### config.mk
export PLATFORM = sky130hd
export DESIGN_NAME = rounded_rect_gradient_shader
export DESIGN_NICKNAME = d
export VERILOG_FILES = /design/src/rtl/core/rrg_pkg.sv /design/src/rtl/core/rounded_rect_gradient_shader.sv /design/src/rtl/core/rrg_cfg.sv /design/src/rtl/core/rrg_mask.sv /design/src/rtl/core/rrg_div.sv /design/src/rtl/core/rrg_blend.sv
export SDC_FILE = /design/constraint.sdc
export NUM_CORES = 2
export LEC_CHECK = 0
export BUFFER_PORTS_ARGS = -buffer_cell sky130_fd_sc_hd__buf_2
export CAP_MARGIN = 20
export CORE_MARGIN = 2
export CORE_UTILIZATION = 45
export DETAILED_ROUTE_END_ITERATION = 10
export GPL_TIMING_DRIVEN = 0
export MAX_ROUTING_LAYER = met4
export PLACE_DENSITY = 0.65
export SLEW_MARGIN = 30
export SYNTH_ARGS = -nofsm -noshare
export SYNTH_HDL_FRONTEND = slang
export SYNTH_SLANG_ARGS = --single-unit
### constraint.sdc
create_clock -name i_clk -period 11.6 [get_ports i_clk]
set_clock_uncertainty 0.1 [all_clocks]
set_input_delay 0.58 -clock i_clk [delete_from_list [all_inputs] [get_ports i_clk]]
set_output_delay 0.58 -clock i_clk [all_outputs]
set_load 0.05 [all_outputs]
### src/rtl/core/rrg_pkg.sv
// Shared types and constants for the rounded-rectangle gradient shader.
package rrg_pkg;

    localparam int COORD_BITS = 12;
    localparam int COLOR_BITS = 24;
    localparam int CFG_IDX_BITS = 3;
    localparam int T_BITS = 8;
    localparam int CHAN_MAX = 255;
    // Quotient bits of row*255/(h-1), one per divider stage.
    localparam int DIV_STAGES = T_BITS;
    // Pipeline delays from the input register to the mask result and to the blended color.
    localparam int MASK_LAT = 3;
    localparam int COLOR_LAT = 1 + DIV_STAGES + 3;

    typedef enum logic [CFG_IDX_BITS-1:0] {
        CFG_WIDTH  = 3'd0,
        CFG_HEIGHT = 3'd1,
        CFG_RADIUS = 3'd2,
        CFG_TOP    = 3'd3,
        CFG_BOTTOM = 3'd4
    } t_cfg_idx;

    typedef struct packed {
        logic [COORD_BITS-1:0] col_offset;
        logic [COORD_BITS-1:0] row_offset;
    } t_pix_in;

    typedef struct packed {
        logic                  draw;
        logic [COLOR_BITS-1:0] pixel_color;
    } t_pix_out;

    typedef struct packed {
        logic [COORD_BITS-1:0] width;
        logic [COORD_BITS-1:0] height;
        logic [COORD_BITS-1:0] radius;
        logic [COLOR_BITS-1:0] top;
        logic [COLOR_BITS-1:0] bottom;
    } t_cfg;

endpackage

### src/rtl/core/rounded_rect_gradient_shader.sv
// Top level of the rounded-rectangle vertical-gradient pixel shader.
// One pixel is accepted every clock (o_busy stays low); its result appears on o_pix with
// o_valid in input order. The color path runs through the input register, the divider setup
// stage, the eight-stage gradient divider, the three-stage color blend and the output register.
// Results cannot be held off. Configuration must be written through i_cfg_* only while no
// pixels are in flight; the block itself does not enforce it.
module rounded_rect_gradient_shader (
    input  logic                             i_clk,
    input  logic                             i_rst_n,
    input  logic                             i_start,
    output logic                             o_busy,
    input  rrg_pkg::t_pix_in                 i_pix,
    output logic                             o_valid,
    output rrg_pkg::t_pix_out                o_pix,
    input  logic                             i_cfg_valid,
    output logic                             o_cfg_ready,
    input  logic [rrg_pkg::CFG_IDX_BITS-1:0] i_cfg_index,
    input  logic [rrg_pkg::COLOR_BITS-1:0]   i_cfg_data
);
    import rrg_pkg::*;

    localparam int DLY = COLOR_LAT - MASK_LAT;

    t_cfg                  cfg;
    logic [COORD_BITS-1:0] r_col, r_row;
    logic [COLOR_LAT:0]    r_vld;
    logic                  mask_draw, mask_out;
    logic [DLY-1:0]        r_draw_dly, r_out_dly;
    logic [T_BITS-1:0]     t;
    logic [COLOR_BITS-1:0] color;
    t_pix_out              r_pix;
    logic                  r_valid;

    assign o_busy = 1'b0;

    rrg_cfg u_cfg (
        .i_clk       (i_clk),
        .i_rst_n     (i_rst_n),
        .i_cfg_valid (i_cfg_valid),
        .o_cfg_ready (o_cfg_ready),
        .i_cfg_index (i_cfg_index),
        .i_cfg_data  (i_cfg_data),
        .o_cfg       (cfg)
    );

    always_ff @(posedge i_clk) begin
        r_col <= i_pix.col_offset;
        r_row <= i_pix.row_offset;
        r_draw_dly <= {r_draw_dly[DLY-2:0], mask_draw};
        r_out_dly  <= {r_out_dly[DLY-2:0], mask_out};
        r_pix.draw <= r_draw_dly[DLY-1] && !r_out_dly[DLY-1];
        r_pix.pixel_color <= r_out_dly[DLY-1] ? '0 : color;
    end

    always_ff @(posedge i_clk) begin
        if (!i_rst_n) begin
            r_vld   <= '0;
            r_valid <= 1'b0;
        end else begin
            r_vld   <= {r_vld[COLOR_LAT-1:0], i_start && !o_busy};
            r_valid <= r_vld[COLOR_LAT];
        end
    end

    rrg_mask u_mask (
        .i_clk     (i_clk),
        .i_col     (r_col),
        .i_row     (r_row),
        .i_cfg     (cfg),
        .o_draw    (mask_draw),
        .o_outside (mask_out)
    );

    rrg_div u_div (
        .i_clk    (i_clk),
        .i_row    (r_row),
        .i_height (cfg.height),
        .o_t      (t)
    );

    rrg_blend u_blend (
        .i_clk    (i_clk),
        .i_t      (t),
        .i_top    (cfg.top),
        .i_bottom (cfg.bottom),
        .o_color  (color)
    );

    assign o_valid = r_valid;
    assign o_pix   = r_pix;

endmodule

### src/rtl/core/rrg_cfg.sv
// Configuration registers with the corner radius clamp.
module rrg_cfg (
    input  logic                           i_clk,
    input  logic                           i_rst_n,
    input  logic                           i_cfg_valid,
    output logic                           o_cfg_ready,
    input  logic [rrg_pkg::CFG_IDX_BITS-1:0] i_cfg_index,
    input  logic [rrg_pkg::COLOR_BITS-1:0] i_cfg_data,
    output rrg_pkg::t_cfg                  o_cfg
);
    import rrg_pkg::*;

    logic [COORD_BITS-1:0] r_width, r_height, r_radius;
    logic [COLOR_BITS-1:0] r_top, r_bottom;
    logic [COORD_BITS:0]   rad_w, rad_h;

    assign o_cfg_ready = 1'b1;

    always_ff @(posedge i_clk) begin
        if (!i_rst_n) begin
            r_width  <= '0;
            r_height <= '0;
            r_radius <= '0;
            r_top    <= '0;
            r_bottom <= '0;
        end else if (i_cfg_valid) begin
            case (t_cfg_idx'(i_cfg_index))
                CFG_WIDTH:  r_width  <= i_cfg_data[COORD_BITS-1:0];
                CFG_HEIGHT: r_height <= i_cfg_data[COORD_BITS-1:0];
                CFG_RADIUS: r_radius <= i_cfg_data[COORD_BITS-1:0];
                CFG_TOP:    r_top    <= i_cfg_data;
                CFG_BOTTOM: r_bottom <= i_cfg_data;
                default: ;
            endcase
        end
    end

    // Clamp to half the width, then half the height.
    always_comb begin
        rad_w = {1'b0, r_radius};
        if ({rad_w[COORD_BITS-1:0], 1'b0} > {1'b0, r_width} || rad_w[COORD_BITS-1])
            rad_w = {2'b0, r_width[COORD_BITS-1:1]};
        rad_h = rad_w;
        if ({rad_h[COORD_BITS-1:0], 1'b0} > {1'b0, r_height} || rad_h[COORD_BITS-1])
            rad_h = {2'b0, r_height[COORD_BITS-1:1]};
    end

    assign o_cfg.width  = r_width;
    assign o_cfg.height = r_height;
    assign o_cfg.radius = rad_h[COORD_BITS-1:0];
    assign o_cfg.top    = r_top;
    assign o_cfg.bottom = r_bottom;

endmodule

### src/rtl/core/rrg_mask.sv
// Rectangle bounds and rounded-corner distance test, three stages.
module rrg_mask (
    input  logic                         i_clk,
    input  logic [rrg_pkg::COORD_BITS-1:0] i_col,
    input  logic [rrg_pkg::COORD_BITS-1:0] i_row,
    input  rrg_pkg::t_cfg                i_cfg,
    output logic                         o_draw,
    output logic                         o_outside
);
    import rrg_pkg::*;

    logic [COORD_BITS-1:0]   r1_dx, r1_dy, r1_r;
    logic                    r1_corner, r1_out;
    logic [2*COORD_BITS-1:0] r2_dx2, r2_dy2, r2_r2;
    logic                    r2_corner, r2_out;
    logic                    r3_draw, r3_out;

    logic                    left, right, upper, lower;
    logic [COORD_BITS:0]     n_dx, n_dy;
    logic [2*COORD_BITS:0]   sum;

    always_comb begin
        left  = i_col < i_cfg.radius;
        right = i_col >= i_cfg.width - i_cfg.radius;
        upper = i_row < i_cfg.radius;
        lower = i_row >= i_cfg.height - i_cfg.radius;
        if (left)
            n_dx = {1'b0, i_cfg.radius} - {1'b0, i_col};
        else
            n_dx = {1'b0, i_col} - {1'b0, i_cfg.width} + {1'b0, i_cfg.radius} + 1'b1;
        if (upper)
            n_dy = {1'b0, i_cfg.radius} - {1'b0, i_row};
        else
            n_dy = {1'b0, i_row} - {1'b0, i_cfg.height} + {1'b0, i_cfg.radius} + 1'b1;
    end

    assign sum = {1'b0, r2_dx2} + {1'b0, r2_dy2};

    always_ff @(posedge i_clk) begin
        r1_dx     <= n_dx[COORD_BITS-1:0];
        r1_dy     <= n_dy[COORD_BITS-1:0];
        r1_r      <= i_cfg.radius;
        r1_corner <= (left || right) && (upper || lower);
        r1_out    <= (i_col >= i_cfg.width) || (i_row >= i_cfg.height);

        r2_dx2    <= r1_dx * r1_dx;
        r2_dy2    <= r1_dy * r1_dy;
        r2_r2     <= r1_r * r1_r;
        r2_corner <= r1_corner;
        r2_out    <= r1_out;

        r3_draw   <= !(r2_corner && (sum > {1'b0, r2_r2}));
        r3_out    <= r2_out;
    end

    assign o_draw    = r3_draw;
    assign o_outside = r3_out;

endmodule

### src/rtl/core/rrg_div.sv
// Gradient weight row*255/(h-1): one restoring quotient bit per stage.
module rrg_div (
    input  logic                         i_clk,
    input  logic [rrg_pkg::COORD_BITS-1:0] i_row,
    input  logic [rrg_pkg::COORD_BITS-1:0] i_height,
    output logic [rrg_pkg::T_BITS-1:0]   o_t
);
    import rrg_pkg::*;

    localparam int NW = COORD_BITS + T_BITS;

    logic [NW-1:0]         r_rem [0:DIV_STAGES];
    logic [COORD_BITS-1:0] r_d   [0:DIV_STAGES];
    logic [T_BITS-1:0]     r_q   [0:DIV_STAGES];
    logic                  r_z   [0:DIV_STAGES];

    always_ff @(posedge i_clk) begin
        r_rem[0] <= {i_row, {T_BITS{1'b0}}} - {{T_BITS{1'b0}}, i_row};
        r_d[0]   <= i_height - 1'b1;
        r_q[0]   <= '0;
        r_z[0]   <= i_height <= COORD_BITS'(1);
    end

    for (genvar k = 0; k < DIV_STAGES; k++) begin : g_stage
        localparam int SH = DIV_STAGES - 1 - k;
        logic [NW-1:0] dsh;
        assign dsh = NW'(r_d[k]) << SH;
        always_ff @(posedge i_clk) begin
            r_d[k+1] <= r_d[k];
            r_z[k+1] <= r_z[k];
            if (r_rem[k] >= dsh) begin
                r_rem[k+1] <= r_rem[k] - dsh;
                r_q[k+1]   <= r_q[k] | (T_BITS'(1) << SH);
            end else begin
                r_rem[k+1] <= r_rem[k];
                r_q[k+1]   <= r_q[k];
            end
        end
    end

    assign o_t = r_z[DIV_STAGES] ? '0 : r_q[DIV_STAGES];

endmodule

### src/rtl/core/rrg_blend.sv
// Per-channel blend a+(b-a)*t/255, truncated toward zero, three stages.
module rrg_blend (
    input  logic                         i_clk,
    input  logic [rrg_pkg::T_BITS-1:0]   i_t,
    input  logic [rrg_pkg::COLOR_BITS-1:0] i_top,
    input  logic [rrg_pkg::COLOR_BITS-1:0] i_bottom,
    output logic [rrg_pkg::COLOR_BITS-1:0] o_color
);
    import rrg_pkg::*;

    localparam int NCH = COLOR_BITS / T_BITS;

    for (genvar c = 0; c < NCH; c++) begin : g_ch
        logic [T_BITS-1:0]   a, b, mag;
        logic                neg;
        logic [2*T_BITS-1:0] r1_prod;
        logic                r1_neg, r2_neg;
        logic [T_BITS-1:0]   r1_a, r2_a, r2_q, r3_ch;
        logic [2*T_BITS:0]   qsum;

        assign a   = i_top[c*T_BITS +: T_BITS];
        assign b   = i_bottom[c*T_BITS +: T_BITS];
        assign neg = b < a;
        assign mag = neg ? a - b : b - a;
        // x/255 for x up to 255*255
        assign qsum = {1'b0, r1_prod} + (2*T_BITS+1)'(r1_prod >> T_BITS) + 1'b1;

        always_ff @(posedge i_clk) begin
            r1_prod <= mag * i_t;
            r1_neg  <= neg;
            r1_a    <= a;
            r2_q    <= qsum[2*T_BITS-1:T_BITS];
            r2_neg  <= r1_neg;
            r2_a    <= r1_a;
            r3_ch   <= r2_neg ? r2_a - r2_q : r2_a + r2_q;
        end

        assign o_color[c*T_BITS +: T_BITS] = r3_ch;
    end

endmodule
-- Word level (Yosys, flattened, before mapping)
Memories as Yosys holds them, arrays and structs flattened.
Index checks and enable logic that the tools add are counted.
- logic and storage cells: 203
- memories kept: 4
- memory bits (writable): 369
- register bits after elaboration: 429
- output and inout bits: 28
- memories (name ; depth ; width ; read ports ; clocked after memory_dff ; wr ports ; RTL line ; source):
    u_div.r_rem ; 9 ; 20 ; 8 ; 0 ; 9 ; rrg_div.sv:12 ; logic [NW-1:0] r_rem [0:DIV_STAGES];
    u_div.r_d ; 9 ; 12 ; 8 ; 0 ; 9 ; rrg_div.sv:13 ; logic [COORD_BITS-1:0] r_d [0:DIV_STAGES];
    u_div.r_q ; 9 ; 8 ; 9 ; 0 ; 9 ; rrg_div.sv:14 ; logic [T_BITS-1:0] r_q [0:DIV_STAGES];
    u_div.r_z ; 9 ; 1 ; 9 ; 0 ; 9 ; rrg_div.sv:15 ; logic r_z [0:DIV_STAGES];
- bitwise gates (word level): 16
- $lt $le $gt $ge: 21
- multipliers: 6
- eq/ne operators: 4
- add/subtract/negate cells: 39
- reductions and logical operators: 16
- multiplexer cells: 51
- operator list (cell ; number):
    two-way mux 20 bit ; 8
    two-way mux 8 bit ; 15
    multiplier 12 x 12 -> 24 bit ; 3
    subtractor 12 bit ; 6
    subtractor 8 bit ; 9
    adder 16 x 1 -> 16 bit (second input constant) ; 3
    adder 16 x 8 -> 16 bit ; 3
    greater-or-equal comparator 12 bit ; 4
    multiplier 8 x 8 -> 16 bit ; 3
    two-way mux 12 bit ; 4
    subtractor 20 x 12 -> 20 bit ; 2
    greater-than comparator 13 x 12 -> 1 bit ; 2
    adder 24 x 24 -> 25 bit ; 1
    greater-than comparator 25 x 24 -> 1 bit ; 1
    adder 12 x 1 -> 12 bit (second input constant) ; 2
    adder 12 bit ; 2
    adder 8 bit ; 3
    less-than comparator 12 bit ; 2
    less-than comparator 8 bit ; 3
    two-way mux 1 bit ; 24
    greater-or-equal comparator 20 x 12 -> 1 bit ; 1
    greater-or-equal comparator 20 x 13 -> 1 bit ; 1
    greater-or-equal comparator 20 x 14 -> 1 bit ; 1
    greater-or-equal comparator 20 x 15 -> 1 bit ; 1
    other kinds (22) ; 49

-- Longest topological paths before layout
- word-level depth: 10
- mapped depth: 33
- mapped depth without buffers: 32

-- By module
Synthesis repeated with hierarchy kept, for this count alone.
- cells, all modules: 5896
- area, all modules: 53894.2 um^2
- modules (own cells, without submodules) (module ; seq. area each (um^2) ; area an instance (um^2) ; cells an instance ; instances):
    rrg_mask ; 2222.1 ; 20489.7 ; 2359 ; 1
    rrg_blend ; 3002.9 ; 14352.5 ; 1599 ; 1
    rrg_div ; 6025.8 ; 13112.6 ; 1334 ; 1
    rrg_cfg ; 1681.6 ; 4041.4 ; 479 ; 1
    rounded_rect_gradient_shader ; 1621.6 ; 1898.1 ; 125 ; 1

-- Worst setup path after synthesis
No wires, ideal clock.
- path type: register to register
- start point: register u_cfg.r_width[10]
- end point: register u_mask.r1_corner
- path slack: 4809 ps
- setup time: 117 ps
- buffers on the path: 2
- data arrival time: 6574 ps
- cell stages (with the launch flop): 33
- clock period less this slack: 6791 ps
- path through: dfxtp_1 -> inv_1 -> ha_1 -> nand4b_1 -> nor4_1 -> inv_1 -> a21oi_1 -> clkbuf_1 -> nand2_1 -> o21ai_0 -> ha_1 -> a21o_1 -> a211oi_1 -> o21ai_0 -> o31ai_1 -> clkbuf_1 -> mux2_2 -> ha_1 -> fa_1 -> nor2b_1 -> o21ai_0 -> a21boi_0 -> o21ai_0 -> a21boi_0 -> o21ai_0 -> nand2b_1 -> a21o_1 -> a21oi_1 -> xor2_1 -> ha_1 -> a21o_1 -> a211o_1 -> o22a_1
- RTL lines (item ; RTL line ; source):
    from (decl) ; rrg_cfg.sv:13 ; logic [COORD_BITS-1:0] r_width, r_height, r_radius;
    from (signal assigned) ; rrg_cfg.sv:28 ; CFG_WIDTH: r_width <= i_cfg_data[COORD_BITS-1:0];
    to (signal assigned) ; rrg_mask.sv:43 ; r1_corner <= (left || right) && (upper || lower);
    to (decl) ; rrg_mask.sv:13 ; logic r1_corner, r1_out;

==> impl_metrics.csv <==
group,metric,value,unit
global_route,grt_usage,20.1,%
sta,finalMaxSlewViolations,0,
detailed_routing,vias_per_cell,5.05,
die,core-area,111000,um^2
synth,synth_top_cell_by_area,"dfxtp_1",
sta,hold_viol_final,0,
detailed_routing,drt_iter0_drc,1653,
synth,yosysMostFrequentCell,"inv_1",
hold_path,holdCritPathClass,"input pin to register",
status,outcome,"finished, final reports clean",
sta,fmax,0.117,GHz
synth,synth_xor_xnor_area_share,6.02,%
setup_path,worstPathRequired,12040,ps
clock_network,cts_htree_levels,3,
synth,ys_top_cells_by_count,"inv_1, dfxtp_1, ha_1",
setup_path,critPathMaxFanout,10,
global_route,grt_pass1_wl,184000,um
synth,ys_ff_latch,727,
synth,synth-simple-area-share,13.9,%
placed_design,dpl.hpwl,90200,um
setup_path,crit_path_end_kind,"register",
layout,fillers,10389,
placed_design,gp_congestion,0.914,
global_route,grt_max_degree,16,
synth,synth_warnings,0,
detailed_routing,vias,36339,
die,dieHeight,339,um
die,fp.dieW,339,um
clock_network,cts_tree,"built",
detailed_routing,drt_wl_total,111000,um
die,start_util,45.5,%
setup_path,cp_slowest_stage_delay,730,ps
die,row_count,122,
sta,final.min_clock_period,8550,ps
synth,synth-main-ff-cell,"dfxtp_1",
sta,timing.hold.ws,42.7,ps
synth,yosys.cell_types.count,79,
synth,synth-compound-area-share,11.3,%
global_route,globalRouteOverflowTotal,0,
detailed_routing,wl_per_cell,15.4,um
synth,netlist_instances,5457,
clock_network,postCtsSetupRepairBufs,0,
sta,tightest_slew,954,ps
synth,synth.area.top_cells,"dfxtp_1, ha_1, fa_1",
synth,synth_adder_area_share,31.6,%
layout,post-route-util,50.3,%
sta,tns,0,ps
clock_network,clockBufferDepth,3,
synth,synth_top_family_by_area,"adder cells",
die,pin_count,83,
layout,area_growth,10.6,%
setup_path,startpoint_type,"register",
layout,seq_area,14600,um^2
synth,synthMuxAreaShare,1.28,%
die,design.die.area,115000,um^2
clock_network,clock-root-buffer,"clkbuf_16",
clock_network,insertion_delay,660,ps
layout,multi_input_comb_area,32300,um^2
setup_path,arrival,8990,ps
run,max_cap_viol_count,0,
synth,seq_area_frac_synth,28.9,%
detailed_routing,ant_nets,0,
setup_path,cp_slowest_cell,"o31ai_2",
clock_network,cts.sinks,727,
sta,finalSetupViolCount,0,
synth,syn_area,50400,um^2
synth,syn_area_per_cell,9.24,um^2
sta,period_share,73.7,%
layout,final_nets,6745,
global_route,grt_pass1_vias,37140,
clock_network,clkTransAtPathRegs,60,ps
detailed_routing,drc_errors,0,
synth,async_reset_ff_share,0,%
clock_network,numCtsBuffers,80,
global_route,antenna_found_initial,8,
sta,relSlewSlack,35.9,%
placed_design,io_buffers,79,
sta,rsz0062_at_grt,"false",
synth,synth-edff-count,0,
layout,layout-drive-gt1-share,4.90,%
synth,yosysTopAreaCellShare,28.9,%
detailed_routing,drtPass1Iterations,7,
setup_path,worstSetupPathType,"register to register",
==> metrics by stage <==
step,area [um^2],setup WS [ps],std cells
final,55800,3050,7202
after global routing,55800,2380,7201
after CTS,55800,3110,7197
after detailed placement,52700,3130,7028
after global placement,52700,2350,7027
after floorplan,50500,4810,5460
==> registers in the layout (all words and copies together) (netlist names), 13 cells and up <==
register and count:
u_mask.r2_r2 23, u_cfg.r_bottom 24, r_vld 13, u_blend.g_ch.r2_a 24, u_div.r_rem 160, u_mask.r2_dy2 23, u_blend.g_ch.r2_q 24, u_blend.g_ch.r3_ch 24
u_cfg.r_top 24, u_blend.g_ch.r1_prod 48, u_div.r_d 96, u_mask.r2_dx2 23, u_blend.g_ch.r1_a 24, o_pix 25, u_div.r_q 36
==> final cells by class <==
class                      count  area share (%)
tap                         1488            3.34
clock inverter                34           0.854
multi-input combinational   3792            58.0
antenna                        5          0.0224
sequential                   727            26.1
clock buffer                 111            4.18
timing repair buffer         104            1.16
inverter                     805            5.42
buffer                       136           0.978
==> path summary, 6_finish.rpt <==
path                                  startpoint               to  slack (ps)  cells past startpoint
worst min register to register      r_out_dly[3]     r_out_dly[4]         210                      0
worst max-delay path            u_cfg.r_width[9]  u_mask.r1_dx[7]        3050                     31
worst max register to register  u_cfg.r_width[9]  u_mask.r1_dx[7]        3050                     31
worst min-delay path                     i_start         r_vld[0]          40                      2
==> layer usage <==
metal	track usage, %	up-vias	share of wire, %	wire, um
met4	6.89	0	3.4	3730
met5	-	-	0	0
li1	-	18210	-	-
met2	34.9	589	49	54900
met1	24.0	17322	43	48200
met3	2.74	218	3.8	4180
==> critical path: cells and delay by family, from the launching register on <==
kind	cells	cell delay, ps
compound gates	15	3390
fa+ha+maj	4	1290
buf+inv	8	1940
flops	1	410
mux	1	530
simple gates	3	760
==> layout by cell type (no fill, tap or decap), drive strengths merged, types with 32 or more instances in the layout <==
cell    instances
nand2         510
nand2b         56
nor2          288
o21a           32
dfxtp         727
ha            660
a21oi         231
nand4          49
xor2           89
xnor2         258
a21boi        125
clkbuf        237
and2          199
inv           812
a21o          114
nand3          49
o21bai         33
nor3          104
buf            90
fa            384
nor2b          92
mux2i          34
o21ai         185
==> kinds of logic (layout without fill, tap and decap cells) <==
family | count (synthesis) | count (layout)
and+or+nand+nor | 1458 | 1458
adders and majority gates | 1044 | 1044
buffers and inverters | 941 | 1190
AOI/OAI and AO/OA | 877 | 877
DFF | 727 | 727
xor gates and xnor gates | 347 | 347
muxes | 61 | 61
other | 2 | 10
==> repair_timing <==
action                    CTS  global route
hold endpoints to repair   24             0
hold buffers               24             0
resized for setup           0             0
Power is left out: the tool's default activity adds up to more than one toggle a clock period on the data nets, which glitch-free logic cannot reach.
